==> config.mk <==
export PLATFORM = sky130hd
export DESIGN_NAME = base58_encoder_core
export DESIGN_NICKNAME = d
export VERILOG_FILES = /design/src/hw/rtl/b58enc_pkg.sv /design/src/hw/rtl/b58enc_ram.sv /design/src/hw/rtl/b58enc_step.sv /design/src/hw/rtl/b58enc_emit.sv /design/src/hw/rtl/base58_encoder_core.sv
export SDC_FILE = /design/constraint.sdc
export NUM_CORES = 1
export LEC_CHECK = 0
export ABC_AREA = 0
export BUFFER_PORTS_ARGS = -buffer_cell sky130_fd_sc_hd__buf_2
export CAP_MARGIN = 20
export CELL_PAD_IN_SITES_DETAIL_PLACEMENT = 1
export CELL_PAD_IN_SITES_GLOBAL_PLACEMENT = 1
export CORE_MARGIN = 8
export CORE_UTILIZATION = 25
export CTS_CLUSTER_DIAMETER = 60
export DETAILED_ROUTE_END_ITERATION = 16
export GPL_ROUTABILITY_DRIVEN = 0
export PLACE_DENSITY = 0.51
export SLEW_MARGIN = 5
export SYNTH_ARGS = -nofsm -noshare
export SYNTH_HDL_FRONTEND = slang
export SYNTH_SLANG_ARGS = --single-unit
export TNS_END_PERCENT = 5
==> constraint.sdc <==
create_clock -name clk -period 26.1 [get_ports clk]
set_input_delay 5.22 -clock clk [delete_from_list [all_inputs] [get_ports clk]]
set_output_delay 5.22 -clock clk [all_outputs]
set_load 0.01 [all_outputs]
==> src/hw/rtl/b58enc_pkg.sv <==
// Shared types, constants and the digit-to-character map of the base58 encoder.
// Used by every module of the encoder but the RAM; depends on nothing else.
package b58enc_pkg;

	localparam int MAX_BYTES_DEF   = 32;
	localparam int DIGIT_COUNT_DEF = 45;
	localparam int RESULT_LIMIT    = 45;
	localparam int PROD_W          = $clog2(RESULT_LIMIT + 1);

	localparam int DIGIT_W = 6;
	localparam int CARRY_W = 9;
	localparam int CHAR_W  = 7;
	localparam int SUM_W   = DIGIT_W + 8;
	localparam int RECIP_W = 15;
	localparam int RECIP_SHIFT = 20;

	// Reciprocal of 58 scaled by 2**20 and rounded up.
	localparam logic [RECIP_W-1:0] RECIP_58 = 15'd18079;

	localparam logic [CHAR_W-1:0] ONE_CHAR = 7'd49;

	typedef enum logic [2:0] {
		ST_IDLE,
		ST_FOLD,
		ST_ONES,
		ST_SCAN,
		ST_FLUSH
	} seq_state_t;

	typedef struct packed {
		logic              push;
		logic              flush;
		logic [CHAR_W-1:0] code;
	} emit_ctl_t;

	function automatic logic [CHAR_W-1:0] b58_char(input logic [DIGIT_W-1:0] digit);
		logic [CHAR_W-1:0] d7;
		d7 = {1'b0, digit};
		case (digit) inside
			[6'd0 : 6'd8]:   b58_char = d7 + 7'd49;
			[6'd9 : 6'd16]:  b58_char = d7 + 7'd56;
			[6'd17 : 6'd21]: b58_char = d7 + 7'd57;
			[6'd22 : 6'd32]: b58_char = d7 + 7'd58;
			[6'd33 : 6'd43]: b58_char = d7 + 7'd64;
			[6'd44 : 6'd57]: b58_char = d7 + 7'd65;
			default:         b58_char = 7'd122;
		endcase
	endfunction

endpackage

==> src/hw/rtl/b58enc_ram.sv <==
// Generic single-write, single-read RAM with a registered read port.
// Holds the base58 digit store; depends on nothing else.
module b58enc_ram #(
	parameter int WIDTH = 6,
	parameter int DEPTH = 45
) (
	input  logic                     clk,
	input  logic                     we,
	input  logic [$clog2(DEPTH)-1:0] waddr,
	input  logic [WIDTH-1:0]         wdata,
	input  logic                     re,
	input  logic [$clog2(DEPTH)-1:0] raddr,
	output logic [WIDTH-1:0]         rdata
);

	logic [WIDTH-1:0] mem_q [DEPTH];
	logic [WIDTH-1:0] rdata_q;

	always_ff @(posedge clk) begin
		if (we) begin
			mem_q[waddr] <= wdata;
		end
		if (re) begin
			rdata_q <= mem_q[raddr];
		end
	end

	assign rdata = rdata_q;

endmodule

==> src/hw/rtl/b58enc_step.sv <==
// Shared arithmetic unit: one digit step of digits*256 + carry in base 58.
// Depends on b58enc_pkg.
module b58enc_step (
	input  logic [b58enc_pkg::CARRY_W-1:0] carry_in,
	input  logic [b58enc_pkg::DIGIT_W-1:0] digit_in,
	output logic [b58enc_pkg::DIGIT_W-1:0] digit_out,
	output logic [b58enc_pkg::CARRY_W-1:0] carry_out
);
	import b58enc_pkg::*;

	localparam int PRODUCT_W = SUM_W + RECIP_W;

	logic [SUM_W-1:0]     sum;
	logic [PRODUCT_W-1:0] product;
	logic [CARRY_W-1:0]   quot;
	logic [SUM_W:0]       quot58;
	logic [SUM_W:0]       rem;

	// The quotient comes from a multiplication by the reciprocal of 58,
	// and the remainder from a shift-and-subtract multiple of the quotient.
	assign sum     = {digit_in, 8'b0} + SUM_W'(carry_in);
	assign product = PRODUCT_W'(sum) * PRODUCT_W'(RECIP_58);
	assign quot    = product[RECIP_SHIFT +: CARRY_W];
	assign quot58  = (SUM_W+1)'({quot, 6'b0}) - (SUM_W+1)'({quot, 2'b0})
		- (SUM_W+1)'({quot, 1'b0});
	assign rem     = {1'b0, sum} - quot58;

	assign digit_out = rem[DIGIT_W-1:0];
	assign carry_out = quot;

endmodule

==> src/hw/rtl/b58enc_emit.sv <==
// Output stage: holds one character back so that the final one can be marked.
// Depends on b58enc_pkg.
module b58enc_emit (
	input  logic                          clk,
	input  logic                          arst_n,
	input  b58enc_pkg::emit_ctl_t         ctl,
	input  logic                          ovf,
	output logic                          char_valid,
	output logic [b58enc_pkg::CHAR_W-1:0] char_code,
	output logic                          last_char,
	output logic                          overflow
);
	import b58enc_pkg::*;

	logic              pend_valid_q;
	logic [CHAR_W-1:0] pend_code_q;
	logic              valid_q;
	logic [CHAR_W-1:0] code_q;
	logic              last_q;
	logic              ovf_q;

	always_ff @(posedge clk or negedge arst_n) begin
		if (!arst_n) begin
			pend_valid_q <= 1'b0;
			valid_q      <= 1'b0;
		end else begin
			valid_q <= pend_valid_q && (ctl.push || ctl.flush);
			if (ctl.push) begin
				pend_valid_q <= 1'b1;
			end else if (ctl.flush) begin
				pend_valid_q <= 1'b0;
			end
		end
	end

	always_ff @(posedge clk) begin
		if (ctl.push) begin
			pend_code_q <= ctl.code;
		end
		if (ctl.push || ctl.flush) begin
			code_q <= pend_code_q;
			last_q <= ctl.flush;
			ovf_q  <= ovf;
		end
	end

	assign char_valid = valid_q;
	assign char_code  = code_q;
	assign last_char  = valid_q && last_q;
	assign overflow   = ovf_q;

endmodule

==> src/hw/rtl/base58_encoder_core.sv <==
// Base58 encoder top level: sequencer, digit store, step unit and output stage.
// A leading zero byte is counted and not folded; any other byte is folded into the store,
// one digit per cycle through the shared step unit, before start is taken again.
// On the final byte the characters follow one per cycle, with a gap for each
// skipped leading zero digit and a gap between the ones and the scan; the final
// character is marked at the flush. Reset clears all sequencer control state.
module base58_encoder_core #(
	parameter int MAX_BYTES   = b58enc_pkg::MAX_BYTES_DEF,
	parameter int DIGIT_COUNT = b58enc_pkg::DIGIT_COUNT_DEF
) (
	input  logic                          clk,
	input  logic                          arst_n,
	input  logic                          start,
	output logic                          busy,
	input  logic [7:0]                    data_byte,
	input  logic                          last_byte,
	output logic                          char_valid,
	output logic [b58enc_pkg::CHAR_W-1:0] char_code,
	output logic                          last_char,
	output logic                          overflow
);
	import b58enc_pkg::*;

	localparam int BC_W = $clog2(MAX_BYTES + 1);
	localparam int AW   = $clog2(DIGIT_COUNT);

	seq_state_t state_q, state_d;

	logic [BC_W-1:0]    byte_cnt_q;
	logic [BC_W-1:0]    zero_cnt_q;
	logic [BC_W-1:0]    ones_cnt_q;
	logic [PROD_W-1:0]  prod_q;
	logic               seen_q;
	logic               ovf_q;
	logic               first_q;
	logic               last_q;
	logic               lead_q;
	logic [CARRY_W-1:0] carry_q;
	logic [AW-1:0]      idx_q;

	logic               take;
	logic               room;
	logic               ram_we;
	logic               ram_re;
	logic [AW-1:0]      ram_raddr;
	logic [DIGIT_W-1:0] ram_rdata;
	logic [DIGIT_W-1:0] step_in;
	logic [DIGIT_W-1:0] step_digit;
	logic [CARRY_W-1:0] step_carry;
	emit_ctl_t          ctl;

	assign busy = (state_q != ST_IDLE);
	assign take = start && !busy;
	assign room = (byte_cnt_q != BC_W'(MAX_BYTES));

	// The first fold of a message sees an all-zero store and writes every entry.
	assign step_in = first_q ? '0 : ram_rdata;

	b58enc_ram #(
		.WIDTH(DIGIT_W),
		.DEPTH(DIGIT_COUNT)
	) u_store (
		.clk  (clk),
		.we   (ram_we),
		.waddr(idx_q),
		.wdata(step_digit),
		.re   (ram_re),
		.raddr(ram_raddr),
		.rdata(ram_rdata)
	);

	b58enc_step u_step (
		.carry_in (carry_q),
		.digit_in (step_in),
		.digit_out(step_digit),
		.carry_out(step_carry)
	);

	b58enc_emit u_emit (
		.clk       (clk),
		.arst_n    (arst_n),
		.ctl       (ctl),
		.ovf       (ovf_q),
		.char_valid(char_valid),
		.char_code (char_code),
		.last_char (last_char),
		.overflow  (overflow)
	);

	always_comb begin
		state_d   = state_q;
		ram_we    = 1'b0;
		ram_re    = 1'b0;
		ram_raddr = idx_q;
		ctl       = '0;
		case (state_q)
			ST_IDLE: begin
				if (take) begin
					if (room && (seen_q || data_byte != 8'd0)) begin
						state_d   = ST_FOLD;
						ram_re    = 1'b1;
						ram_raddr = AW'(DIGIT_COUNT - 1);
					end else if (last_byte) begin
						state_d = ST_ONES;
					end
				end
			end
			ST_FOLD: begin
				ram_we = 1'b1;
				if (idx_q == '0) begin
					state_d = last_q ? ST_ONES : ST_IDLE;
				end else begin
					ram_re    = 1'b1;
					ram_raddr = idx_q - AW'(1);
				end
			end
			ST_ONES: begin
				if (ones_cnt_q != zero_cnt_q && prod_q != PROD_W'(RESULT_LIMIT)) begin
					ctl.push = 1'b1;
					ctl.code = ONE_CHAR;
				end else if (seen_q && prod_q != PROD_W'(RESULT_LIMIT)) begin
					state_d   = ST_SCAN;
					ram_re    = 1'b1;
					ram_raddr = '0;
				end else begin
					state_d = ST_FLUSH;
				end
			end
			ST_SCAN: begin
				if (!(lead_q && ram_rdata == '0)) begin
					ctl.push = 1'b1;
					ctl.code = b58_char(ram_rdata);
				end
				if (idx_q == AW'(DIGIT_COUNT - 1)
						|| (ctl.push && prod_q == PROD_W'(RESULT_LIMIT - 1))) begin
					state_d = ST_FLUSH;
				end else begin
					ram_re    = 1'b1;
					ram_raddr = idx_q + AW'(1);
				end
			end
			ST_FLUSH: begin
				ctl.flush = 1'b1;
				state_d   = ST_IDLE;
			end
			default: begin
				state_d = ST_IDLE;
			end
		endcase
	end

	always_ff @(posedge clk or negedge arst_n) begin
		if (!arst_n) begin
			state_q <= ST_IDLE;
		end else begin
			state_q <= state_d;
		end
	end

	always_ff @(posedge clk or negedge arst_n) begin
		if (!arst_n) begin
			byte_cnt_q <= '0;
			zero_cnt_q <= '0;
			ones_cnt_q <= '0;
			prod_q     <= '0;
			seen_q     <= 1'b0;
			ovf_q      <= 1'b0;
			first_q    <= 1'b0;
			last_q     <= 1'b0;
			lead_q     <= 1'b0;
			carry_q    <= '0;
			idx_q      <= '0;
		end else begin
			case (state_q)
				ST_IDLE: begin
					if (take) begin
						if (room) begin
							byte_cnt_q <= byte_cnt_q + BC_W'(1);
							if (!seen_q && data_byte == 8'd0) begin
								zero_cnt_q <= zero_cnt_q + BC_W'(1);
							end else begin
								seen_q  <= 1'b1;
								first_q <= !seen_q;
								carry_q <= CARRY_W'(data_byte);
								idx_q   <= AW'(DIGIT_COUNT - 1);
								last_q  <= last_byte;
							end
						end else begin
							ovf_q <= 1'b1;
						end
					end
				end
				ST_FOLD: begin
					carry_q <= step_carry;
					if (idx_q != '0) begin
						idx_q <= idx_q - AW'(1);
					end
				end
				ST_ONES: begin
					if (ctl.push) begin
						ones_cnt_q <= ones_cnt_q + BC_W'(1);
						prod_q     <= prod_q + PROD_W'(1);
					end else begin
						idx_q  <= '0;
						lead_q <= 1'b1;
					end
				end
				ST_SCAN: begin
					if (ctl.push) begin
						prod_q <= prod_q + PROD_W'(1);
						lead_q <= 1'b0;
					end
					idx_q <= idx_q + AW'(1);
				end
				ST_FLUSH: begin
					byte_cnt_q <= '0;
					zero_cnt_q <= '0;
					ones_cnt_q <= '0;
					prod_q     <= '0;
					seen_q     <= 1'b0;
					ovf_q      <= 1'b0;
				end
				default: begin
					seen_q <= 1'b0;
				end
			endcase
		end
	end

`ifndef SYNTHESIS
	a_byte_cnt_bound: assert property (@(posedge clk) disable iff (!arst_n)
		byte_cnt_q <= BC_W'(MAX_BYTES))
		else $error("byte count passed its limit");

	a_fold_after_nonzero: assert property (@(posedge clk) disable iff (!arst_n)
		(state_q == ST_FOLD) |-> seen_q)
		else $error("fold without a nonzero byte");

	a_drop_sets_overflow: assert property (@(posedge clk) disable iff (!arst_n)
		(take && !room) |=> ovf_q)
		else $error("dropped byte did not raise overflow");

	a_last_marks_transfer: assert property (@(posedge clk) disable iff (!arst_n)
		last_char |-> char_valid)
		else $error("final mark outside a transfer");
`endif

endmodule
# After elaboration in Yosys (flattened, before gate mapping)
# Memories as Yosys holds them, arrays and structs flattened. A register that Yosys moved wholly into a read port is not among the register bits.
# Cells that the tools add are included.
# totals
inputBits	12
mem_bits_rw	270
reg_bits	65
output_inout_bits	11
mem_count	1
word_cells	194
# mem_list
memory	words	width	read_ports	rd_ports_with_merged_regs	wr	line_no	source
u_store.mem_q	45	6	1	1	1	b58enc_ram.sv:16	logic [WIDTH-1:0] mem_q [DEPTH];
# classes
bitwise_logic	2
reduce_logical	47
n_lt_le_gt_ge	12
eq_ne	23
n_mul	1
add_sub_neg	16
n_mux	74
# op_table
cell	count
6-bit two-way mux	20
7-bit two-way mux	7
6-bit one-hot mux with 2 select lines	4
6-bit one-hot mux with 4 select lines	2
6-bit by 1-bit adder with 6-bit output, second input constant	5
14-bit by 15-bit multiplier with 29-bit output, second input constant	1
6-bit by 6-bit adder with 7-bit output, second input constant	4
9-bit two-way mux	3
1-bit two-way mux	22
3-bit two-way mux	7
2-bit != test, second input constant	10
6-bit <= comparator, second input constant	3
9-bit one-hot mux with 2 select lines	1
4-bit AND reduction	4
1-bit logical AND	15
14-bit by 9-bit adder with 14-bit output	1
6-bit by 7-bit adder with 7-bit output, second input constant	2
7-bit one-hot mux with 2 select lines	1
6-bit equality test, second input constant	2
6-bit by 5-bit >= comparator with 1-bit output, second input constant	2
6-bit >= comparator, second input constant	2
6-bit by 5-bit <= comparator with 1-bit output, second input constant	2
6-bit zero test	2
6-bit != test, second input constant	2
other kinds (32)	51

# Depth between registers and ports, before layout
# Gate-level depths: netlist of run 1.
# depth
word_depth	10
ltp_mapped	39
mapped_depth_nobuf	38

# Cells and area by module
# Synthesis of run 1 repeated with hierarchy kept, for this count alone.
# unflattened
hier_cells	1457
area_unflattened_um2	19468.7
# modules_own_cells
mod	area_each_um2	n_inst	cells_per_inst	seq_area_each_um2
b58enc_ram	11038.1	1	584	8287.9
b58enc_step	3933.8	1	396	0.0
base58_encoder_core	3931.3	1	454	1176.1
b58enc_emit	565.5	1	23	530.5

# Worst setup path before layout of run 1
# Ideal clock, no wire load.
# synth_path
path_type	register -> register
startpoint	register u_store.rdata_q[0] (netlist: u_store.rdata[0]), read port of u_store.mem_q
endpoint	memory u_store.mem_q[0][5], data pin
setup_slack_ns	16.606
stages_incl_launch_ff	37
required_time_ns	25.640
synth_period_minus_slack_ns	9.494
setup_time_ns	0.460
arrival_time_ns	9.034
path_buffers	1
cell_sequence	edfxtp_1 clkbuf_1 inv_1 nor2_1 ha_1 ha_1 nand2_1 xnor2_1 nor2_1 inv_1 ha_1 inv_1 ha_1 nor2_1 xnor2_1 ha_1 inv_1 fa_1 fa_1 inv_1 fa_1 fa_1 ha_1 o21a_1 o211ai_1 a211o_1 o21ba_2 o31ai_1 xor2_1 inv_1 fa_1 inv_1 ha_1 a21oi_1 xnor2_1 xnor2_1 xnor2_1
# synth_between
elab_chain_len	6
# synth_rtl
element	line_no	source
start: declaration	b58enc_ram.sv:17	logic [WIDTH-1:0] rdata_q;
6-bit two-way mux *	base58_encoder_core.sv:57	assign step_in = first_q ? '0 : ram_rdata;
14-bit by 9-bit adder with 14-bit output *	b58enc_step.sv:21	assign sum = {digit_in, 8'b0} + SUM_W'(carry_in);
14-bit by 15-bit multiplier with 29-bit output *	b58enc_step.sv:22	assign product = PRODUCT_W'(sum) * PRODUCT_W'(RECIP_58);
1-bit by 6-bit subtractor with 6-bit output	b58enc_step.sv:24	assign quot58 = (SUM_W+1)'({quot, 6'b0}) - (SUM_W+1)'({quot, 2'b0})
6-bit subtractor *	b58enc_step.sv:25	- (SUM_W+1)'({quot, 1'b0});
6-bit subtractor *	b58enc_step.sv:26	assign rem = {1'b0, sum} - quot58;
named net step_digit[5]	base58_encoder_core.sv:48	logic [DIGIT_W-1:0] step_digit;
end: declaration	b58enc_ram.sv:16	
# The timed path passes the listed nets; every way through them passes the cells marked *.

# Worst setup path in the final report of run 1
# layout_path
startpoint	register u_store.rdata_q[3] (netlist: u_store.rdata[3]), read port of u_store.mem_q
endpoint	memory u_store.mem_q[39][5], data pin
# The elaborated chain is that of the path after synthesis.

==> results.py, run 1 <==
metrics = {
    "run_status": {
        "outcome": "finished, final reports clean",
    },
    "yosys": {
        "muxShareOfSynthArea_pct": 5.39,
        "synth.distinct_cells": 80,
        "synth_top_family_by_area": "adder cells",
        "synth_edf_count": 292,
        "yosys.area_share.simple_pct": 11.5,
        "synth_compound_area_share_pct": 8.10,
        "synth_area_leaders": "edfxtp_1 (46%), ha_1 (9.8%), fa_1 (6.5%), dfrtp_1 (6.4%), mux2i_1 (5.1%)",
        "avgSynthCellArea_sq_um": 11.9,
        "synth_fa_ha_area_share_pct": 16.2,
        "synth_xor_area_share_pct": 2.32,
        "netlist_instances": 1623,
        "syn-num-nets": 1847,
        "synth_area_sq_um": 19200,
        "synth_top_area_share_pct": 45.6,
        "synth_top_cell_by_area": "edfxtp_1",
        "ys_seq_area_share_pct": 52.0,
        "ys_ff_latch": 341,
        "yosys_warnings": 0,
        "ys.flop_type": "edfxtp_1",
        "async_flop_share_pct": 14.4,
    },
    "detailed_routing": {
        "wl_microns": 51500,
        "drt_iter0_markers": 560,
        "drcViolationCount": 0,
        "ant_nets": 0,
        "drtPass1Iterations": 5,
        "vias_per_cell": 4.58,
        "num_vias": 12332,
        "post_drt_wl_per_cell_microns": 19.2,
    },
    "cts": {
        "cts-root-buf": "clkbuf_16",
        "worst_skew_pair.late_latency_ns": 0.56,
        "postCtsSetupRepairBufs": 0,
        "cts-hold-fix-buffers": 0,
        "postCtsResizedCells": 0,
        "clk_path_buf_depth": 3,
        "path_clk_slew_ns": 0.06,
        "cts_buffers": 40,
        "htree_num_levels": 2,
        "clkSinkCount": 341,
        "tritoncts": "yes",
    },
    "layout": {
        "fin_area_sq_um": 21800,
        "layout-drive-gt1-share_pct": 7.77,
        "num_antenna_cells": 0,
        "nets": 1857,
        "post-route-util_pct": 28.6,
        "area_delta_synth_final_pct": 13.2,
    },
    "sta": {
        "post-route-min-period_ns": 9.94,
        "finalCritPeriodShare_pct": 38.1,
        "rsz0062_at_grt": "no",
        "relSlewSlack_pct": 37.8,
        "setup-tns-final_ns": 0,
        "hold_ws_ns": 0.417,
        "worst_slew_pin_slew_ns": 0.933,
        "fmax_mhz": 101,
        "skew_ns": 0.0225,
        "setup_viol": 0,
        "drv_slew": 0,
        "hold_violations": 0,
    },
    "placement": {
        "placed_area_sq_um": 20500,
        "io_buffers": 22,
        "dp_hpwl_microns": 36200,
    },
    "global_routing": {
        "antenna_found_initial": 1,
        "grt_pass1_vias": 13384,
        "grt.total_usage_pct": 12.0,
        "grt_pass1_wl_microns": 81000,
        "grt_max_degree": 78,
        "grt_overflow": 0,
    },
    "critical_path": {
        "arrival_ns": 10.22,
        "cpPeakStageDelay_ns": 0.84,
        "crit_type": "register to register",
        "cp-end-kind": "register",
        "crit_path_max_fanout": 45,
        "crit_slowest_cell": "edfxtp_1",
        "cp_common_cell": "inv_1",
        "required_ns": 26.39,
        "start_kind": "register",
    },
    "min_path": {
        "hold_path_class": "register to register",
    },
    "floorplan": {
        "dieWidth_microns": 293,
        "row_count": 101,
        "num_io_pins": 23,
        "die_area_sq_um": 86100,
        "core_sq_um": 76100,
        "die_y_microns": 293,
        "initial_core_util_pct": 25.3,
    },
    "run": {
        "maxCapViolations": 0,
    },
}
[worst max-delay path, delay by kind of cell (launching register included)]
| kind | cells | cell delay [ns] |
|---|---|---|
| flops | 1 | 0.84 |
| fa+ha+maj | 10 | 3.96 |
| xor+xnor | 6 | 1.14 |
| simple gates | 4 | 1.02 |
| buf+inv | 8 | 1.21 |
| compound gates | 6 | 1.43 |
[sequential cells by signal, summed over array words and instances, names as in the netlist]
| register | cells |
|---|---|
| byte_cnt_q | 6 |
| carry_q | 9 |
| first_q | 1 |
| idx_q | 6 |
| last_q | 1 |
| lead_q | 1 |
| ones_cnt_q | 6 |
| ovf_q | 1 |
| prod_q | 6 |
| seen_q | 1 |
| state_q | 3 |
| u_emit.char_code | 7 |
| u_emit.char_valid | 1 |
| u_emit.last_q | 1 |
| u_emit.overflow | 1 |
| u_emit.pend_code_q | 7 |
| u_emit.pend_valid_q | 1 |
| u_store.mem_q | 270 |
| u_store.rdata | 6 |
| zero_cnt_q | 6 |
[worst paths after layout]
| kind | slack [ns] | cells after the start | from | to |
|---|---|---|---|---|
| min in group asynchronous | 4.56 | 1 | arst_n | carry_q[1]$_DFFE_PN0P_ |
| max | 16.16 | 34 | u_store.rdata[3]$_DFFE_PP_ | u_store.mem_q[39][5]$_DFFE_PP_ |
| min | 0.42 | 0 | u_emit.pend_code_q[3]$_DFFE_PP_ | u_emit.char_code[3]$_DFFE_PN_ |
| min reg2reg | 0.42 | 0 | u_emit.pend_code_q[3]$_DFFE_PP_ | u_emit.char_code[3]$_DFFE_PN_ |
| max in group asynchronous | 20.68 | 2 | arst_n | byte_cnt_q[0]$_DFFE_PN0P_ |
| max reg2reg | 16.16 | 34 | u_store.rdata[3]$_DFFE_PP_ | u_store.mem_q[39][5]$_DFFE_PP_ |
[synth_stat cells (4+ instances only)]
master and number:
a211o_1 11, a211oi_1 5, a21o_1 11, a21oi_1 37, a221oi_1 10, a31oi_1 32, a32o_1 11, and2_1 7
and3_1 26, buf_2 26, buf_4 6, clkbuf_1 35, dfrtp_1 49, edfxtp_1 292, fa_1 62, ha_1 150
inv_1 138, mux2_2 5, mux2i_1 98, nand2_1 215, nand2b_1 5, nand3_1 48, nand4_1 16, nor2_1 114
nor2b_1 5, nor3_1 12, nor4_1 4, o211ai_1 7, o21a_1 4, o21ai_0 40, o221ai_1 6, o31ai_1 6
or2_2 5, or3_1 8, xnor2_1 25, xor2_1 26
[layout make-up]
cell class,count,area (sq um)
Clock buffer,53,1070
Clock inverter,17,154
Fill cell,8478,54300
Inverter,139,522
Multi-Input combinational cell,1070,8440
Sequential cell,341,10000
Tap cell,1030,1290
Timing Repair Buffer,41,293
[cell usage in the layout, fill, tap and decap left out, types with 41 or more instances in the layout]
cell type  count
ha_1         150
nand2_1      215
nand3_1       48
inv_1        138
clkbuf_16     41
edfxtp_1     292
nor2_1       114
mux2i_1       98
dfrtp_1       48
fa_1          61
[kinds of logic (layout without fill, tap and decap cells)]
group | Yosys count | after routing
AND/OR/NAND/NOR | 483 | 483
flip-flops | 341 | 341
AO/OA/AOI/OAI | 221 | 221
adder cells (fa/ha/maj) | 212 | 212
buffers and inverters | 212 | 250
multiplexers | 103 | 103
XOR/XNOR | 51 | 51
[routing by layer]
metal  share of wire [%]  up-vias  global-route usage (%)
li1                    -     5831                       -
met1                  47     6287                    15.7
met2                  49      151                    20.7
met3                 2.8       63                    1.69
met4                 1.9        0                    3.01
met5                   0        -                       0
[metrics by stage]
stage / setup slack [ns] / std cells
final: 16.16 / 2691
after global routing: 15.42 / 2691
after CTS: 16.07 / 2689
after detailed placement: 16.12 / 2619
after global placement: 16.37 / 2618
after floorplan: 16.61 / 1623
Power of run 1 is left out: the tool's default activity adds up to more than one toggle a clock period on the data nets, which glitch-free logic cannot reach.
==> run 2, diff against run 1 <==
Clock period 26.1 ns to 10.3 ns, I/O delays scaled along.
==> results.py, run 2 (same netlist as run 1, synthesis figures left out) <==
metrics = {
    "min_path": {
        "whs_path_depth": 0,
        "hold_path_class": "register to register",
        "hold-path-endpoint": "u_emit.char_code[3]$_DFFE_PN_",
        "min_from": "u_emit.pend_code_q[3]$_DFFE_PP_",
    },
    "placement": {
        "placed_area_sq_um": 20500,
        "dp_hpwl_microns": 35600,
        "io_buffers": 22,
    },
    "critical_path": {
        "r2r-end": "u_store.mem_q[1][5]$_DFFE_PP_",
        "start_kind": "register",
        "required_ns": 10.59,
        "crit_slowest_cell": "edfxtp_1",
        "cpLargestDelayFamily": "adder cells",
        "cp-end-kind": "register",
        "cpPeakStageDelay_ns": 0.57,
        "critPathBufInv": 8,
        "crit_path_max_fanout": 45,
        "arrival_ns": 9.70,
        "r2r_start": "u_store.rdata[0]$_DFFE_PP_",
        "r2r_slack_ns": 0.89,
        "crit_type": "register to register",
        "ff2ff_path_depth": 36,
    },
    "floorplan": {
        "num_io_pins": 23,
        "die_y_microns": 293,
        "initial_core_util_pct": 25.3,
        "dieWidth_microns": 293,
        "row_count": 101,
        "core_sq_um": 76100,
        "die_area_sq_um": 86100,
    },
    "global_routing": {
        "antenna_found_initial": 0,
        "grt_max_degree": 59,
        "grt_pass1_vias": 13338,
        "grt.total_usage_pct": 11.7,
        "grt_overflow": 0,
        "grt_pass1_wl_microns": 79800,
    },
    "detailed_routing": {
        "vias_per_cell": 4.59,
        "wl_microns": 50300,
        "drtPass1Iterations": 4,
        "ant_nets": 0,
        "drcViolationCount": 0,
        "post_drt_wl_per_cell_microns": 18.7,
        "num_vias": 12337,
        "drt_iter0_markers": 640,
    },
    "layout": {
        "layout-drive-gt1-share_pct": 7.95,
        "largest_register_ffs": 270,
        "top_regs": "u_store.mem_q (270), carry_q (9)",
        "final_cell_mix": "edfxtp_1 (292), nand2_1 (215), ha_1 (150)",
        "multiInputGateArea_sq_um": 8450,
        "seqCellArea_sq_um": 10000,
        "nets": 1853,
        "regMostFlops": "u_store.mem_q",
        "num_antenna_cells": 0,
        "fin_area_sq_um": 21700,
        "final_common_cell": "edfxtp_1",
        "area_delta_synth_final_pct": 13.0,
        "nFillCells": 8466,
    },
    "sta": {
        "setup-tns-final_ns": 0,
        "setup_viol": 0,
        "worst_slew_pin_slew_ns": 1.09,
        "relSlewSlack_pct": 27.5,
        "drv_slew": 0,
        "fmax_mhz": 106,
        "finalCritPeriodShare_pct": 91.4,
        "skew_ns": 0.0175,
        "hold_violations": 0,
        "rsz0062_at_grt": "no",
        "post-route-min-period_ns": 9.41,
    },
    "run_status": {
        "outcome": "finished, final reports clean",
    },
    "run": {
        "maxCapViolations": 0,
    },
    "cts": {
        "worst_skew_pair.late_latency_ns": 0.54,
        "clkSinkCount": 341,
        "postCtsResizedCells": 0,
        "tritoncts": "yes",
        "cts-hold-fix-buffers": 0,
        "path_clk_slew_ns": 0.06,
        "cts-root-buf": "clkbuf_16",
        "htree_num_levels": 2,
        "postCtsSetupRepairBufs": 0,
        "cts_buffers": 39,
        "clk_path_buf_depth": 3,
    },
}
-- run 2: metal layers --
layer	global-route usage (%)	wire length, microns
met4	2.84	968
met5	0	0
met1	15.5	23600
met3	1.27	982
met2	20.4	24800
-- run 2: through the flow --
stage	util [%]	setup slack (ns)	cells	hold slack, ns
after floorplan	-	0.806	1623	0.400
after global placement	26.9	1.07	2616	0.401
after detailed placement	26.9	0.829	2616	0.406
after CTS	28.5	0.801	2688	0.420
after global routing	28.6	0.109	2690	0.428
final	28.6	0.888	2690	0.416
-- run 2: worst max path at each step --
stage                                     end  cells after the start  slack [ns]                       start
2_1_floorplan   u_store.mem_q[0][5]$_DFFE_PP_                     36        0.81  u_store.rdata[0]$_DFFE_PP_
5_1_grt         u_store.mem_q[1][5]$_DFFE_PP_                     36        0.11  u_store.rdata[0]$_DFFE_PP_
3_5_place_dp   u_store.mem_q[22][5]$_DFFE_PP_                     36        0.83  u_store.rdata[0]$_DFFE_PP_
3_3_place_gp   u_store.mem_q[20][5]$_DFFE_PP_                     36        1.07  u_store.rdata[0]$_DFFE_PP_
6_report        u_store.mem_q[1][5]$_DFFE_PP_                     36        0.89  u_store.rdata[0]$_DFFE_PP_
4_1_cts        u_store.mem_q[16][5]$_DFFE_PP_                     36        0.80  u_store.rdata[0]$_DFFE_PP_
-- run 2: layout make-up --
type	instances	share of cell area [%]
inverter	139	2.40
multi-input combinational	1070	38.9
clock inverter	21	0.835
tap	1030	5.93
timing repair buffer	38	1.09
sequential	341	46.0
clock buffer	51	4.84
Power of run 2 is left out for the same reason.
==> run 3, diff against run 2 <==
Settings changed: CORE_UTILIZATION 25 to 36, PLACE_DENSITY 0.51 to 0.66, REMOVE_ABC_BUFFERS set to 1.
==> results.py, run 3 (same netlist as run 1, synthesis figures left out) <==
metrics = {
    "critical_path": {
        "r2r-end": "u_store.mem_q[18][5]$_DFFE_PP_",
        "required_ns": 10.58,
        "critPathBufInv": 8,
        "crit_slowest_cell": "edfxtp_1",
        "crit_path_max_fanout": 45,
        "worstSetupPathDepth": 36,
        "cpLargestDelayFamily": "adder cells",
        "cpPeakStageDelay_ns": 0.59,
        "crit_start": "u_store.rdata[0]$_DFFE_PP_",
        "r2r_start": "u_store.rdata[0]$_DFFE_PP_",
        "worstSetupEndpoint": "u_store.mem_q[18][5]$_DFFE_PP_",
        "cp-end-kind": "register",
        "start_kind": "register",
        "r2r_slack_ns": 0.72,
        "crit_type": "register to register",
        "arrival_ns": 9.86,
        "ff2ff_path_depth": 36,
    },
    "global_routing": {
        "grt_pass1_vias": 13566,
        "grt_pass1_wl_microns": 77000,
        "antenna_found_initial": 1,
        "grt_overflow": 0,
        "grt_max_degree": 78,
        "grt.total_usage_pct": 16.0,
    },
    "placement": {
        "dp_hpwl_microns": 34200,
        "placed_area_sq_um": 20100,
        "io_buffers": 22,
        "post-place-cells": 2276,
    },
    "layout": {
        "fin_area_sq_um": 21300,
        "largest_register_ffs": 270,
        "stdcell_count": 2343,
        "final_cell_mix": "edfxtp_1 (292), nand2_1 (215), ha_1 (150)",
        "nets": 1852,
        "num_antenna_cells": 0,
        "layout-drive-gt1-share_pct": 8.16,
        "post-route-util_pct": 40.5,
        "regMostFlops": "u_store.mem_q",
        "area_delta_synth_final_pct": 10.9,
        "top_regs": "u_store.mem_q (270), carry_q (9)",
        "final_common_cell": "edfxtp_1",
    },
    "sta": {
        "rsz0062_at_grt": "no",
        "setup-tns-final_ns": 0,
        "hold_violations": 0,
        "post-route-min-period_ns": 9.58,
        "drv_slew": 0,
        "worst_slew_pin_slew_ns": 1.01,
        "skew_ns": 0.0167,
        "finalCritPeriodShare_pct": 93.0,
        "fmax_mhz": 104,
        "setup_viol": 0,
        "relSlewSlack_pct": 32.2,
    },
    "cts": {
        "path_clk_slew_ns": 0.06,
        "tritoncts": "yes",
        "worst_skew_pair.late_latency_ns": 0.54,
        "clkSinkCount": 341,
        "postCtsResizedCells": 0,
        "cts-root-buf": "clkbuf_16",
        "htree_num_levels": 2,
        "cts_buffers": 38,
        "cts-hold-fix-buffers": 0,
        "postCtsSetupRepairBufs": 0,
        "clk_path_buf_depth": 3,
    },
    "floorplan": {
        "die_y_microns": 247,
        "row_count": 84,
        "initial_core_util_pct": 36.5,
        "num_io_pins": 23,
        "dieWidth_microns": 247,
        "core_sq_um": 52700,
        "die_area_sq_um": 61100,
    },
    "detailed_routing": {
        "drt_iter0_markers": 760,
        "ant_nets": 0,
        "drtPass1Iterations": 5,
        "num_vias": 12441,
        "vias_per_cell": 5.31,
        "wl_microns": 48400,
        "drcViolationCount": 0,
        "post_drt_wl_per_cell_microns": 20.6,
    },
    "run_status": {
        "outcome": "finished, final reports clean",
    },
    "min_path": {
        "whs_path_depth": 0,
        "hold_path_class": "register to register",
    },
    "run": {
        "maxCapViolations": 0,
    },
}
-- run 3: changes by cell type in the layout (fill, tap and decap cells not counted), moves of 3 or more --
cell        previous run  this run
bufinv_16              1         5
clkbuf_1              10         2
clkinv_2               6        10
clkinvlp_4             5         2
-- run 3: area by class of cell --
cell class	count	area, sq um
fillers	5575	31300
clock inverters	23	260
repair buffers	38	230
multi-input cells	1070	8440
inverters	139	522
clock buffers	44	1020
well taps	688	861
flip-flops and latches	341	10000
-- run 3: worst min-delay path by stage --
| stage | from | to | slack [ns] |
|---|---|---|---|
| 2_1_floorplan | u_emit.pend_code_q[0]$_DFFE_PP_ | u_emit.char_code[0]$_DFFE_PN_ | 0.40 |
| 3_3_place_gp | u_emit.pend_code_q[6]$_DFFE_PP_ | u_emit.char_code[6]$_DFFE_PN_ | 0.40 |
| 3_5_place_dp | u_emit.pend_code_q[5]$_DFFE_PP_ | u_emit.char_code[5]$_DFFE_PN_ | 0.41 |
| 4_1_cts | u_emit.pend_code_q[5]$_DFFE_PP_ | u_emit.char_code[5]$_DFFE_PN_ | 0.42 |
| 5_1_grt | u_emit.pend_code_q[5]$_DFFE_PP_ | u_emit.char_code[5]$_DFFE_PN_ | 0.42 |
| 6_report | u_emit.pend_code_q[5]$_DFFE_PP_ | u_emit.char_code[5]$_DFFE_PN_ | 0.42 |
-- run 3: worst reg2reg max path, delay by kind of cell, from the launching register on --
family          cells  cell delay (ns)
compound gates      6             1.36
xor+xnor            6             1.15
fa+ha+maj          12             4.38
buf+inv             8             1.00
flops               1             0.59
simple gates        4             0.83
-- run 3: metrics by stage --
stage,setup slack (ns),hold slack [ns]
final,0.725,0.418
after global routing,0.0221,0.423
after CTS,0.686,0.418
after detailed placement,0.738,0.405
after global placement,1.12,0.403
after floorplan,0.915,0.400
-- run 3: layer usage --
layer	wire length (microns)	part of all wire, %	up-vias	track usage, %
met2	24100	50	200	28.1
met3	1750	3.6	73	1.93
met5	13	0.027	-	0
met1	21500	44	6344	20.7
met4	1060	2.2	2	4.24
li1	-	-	5822	-
Power of run 3 is left out for the same reason.
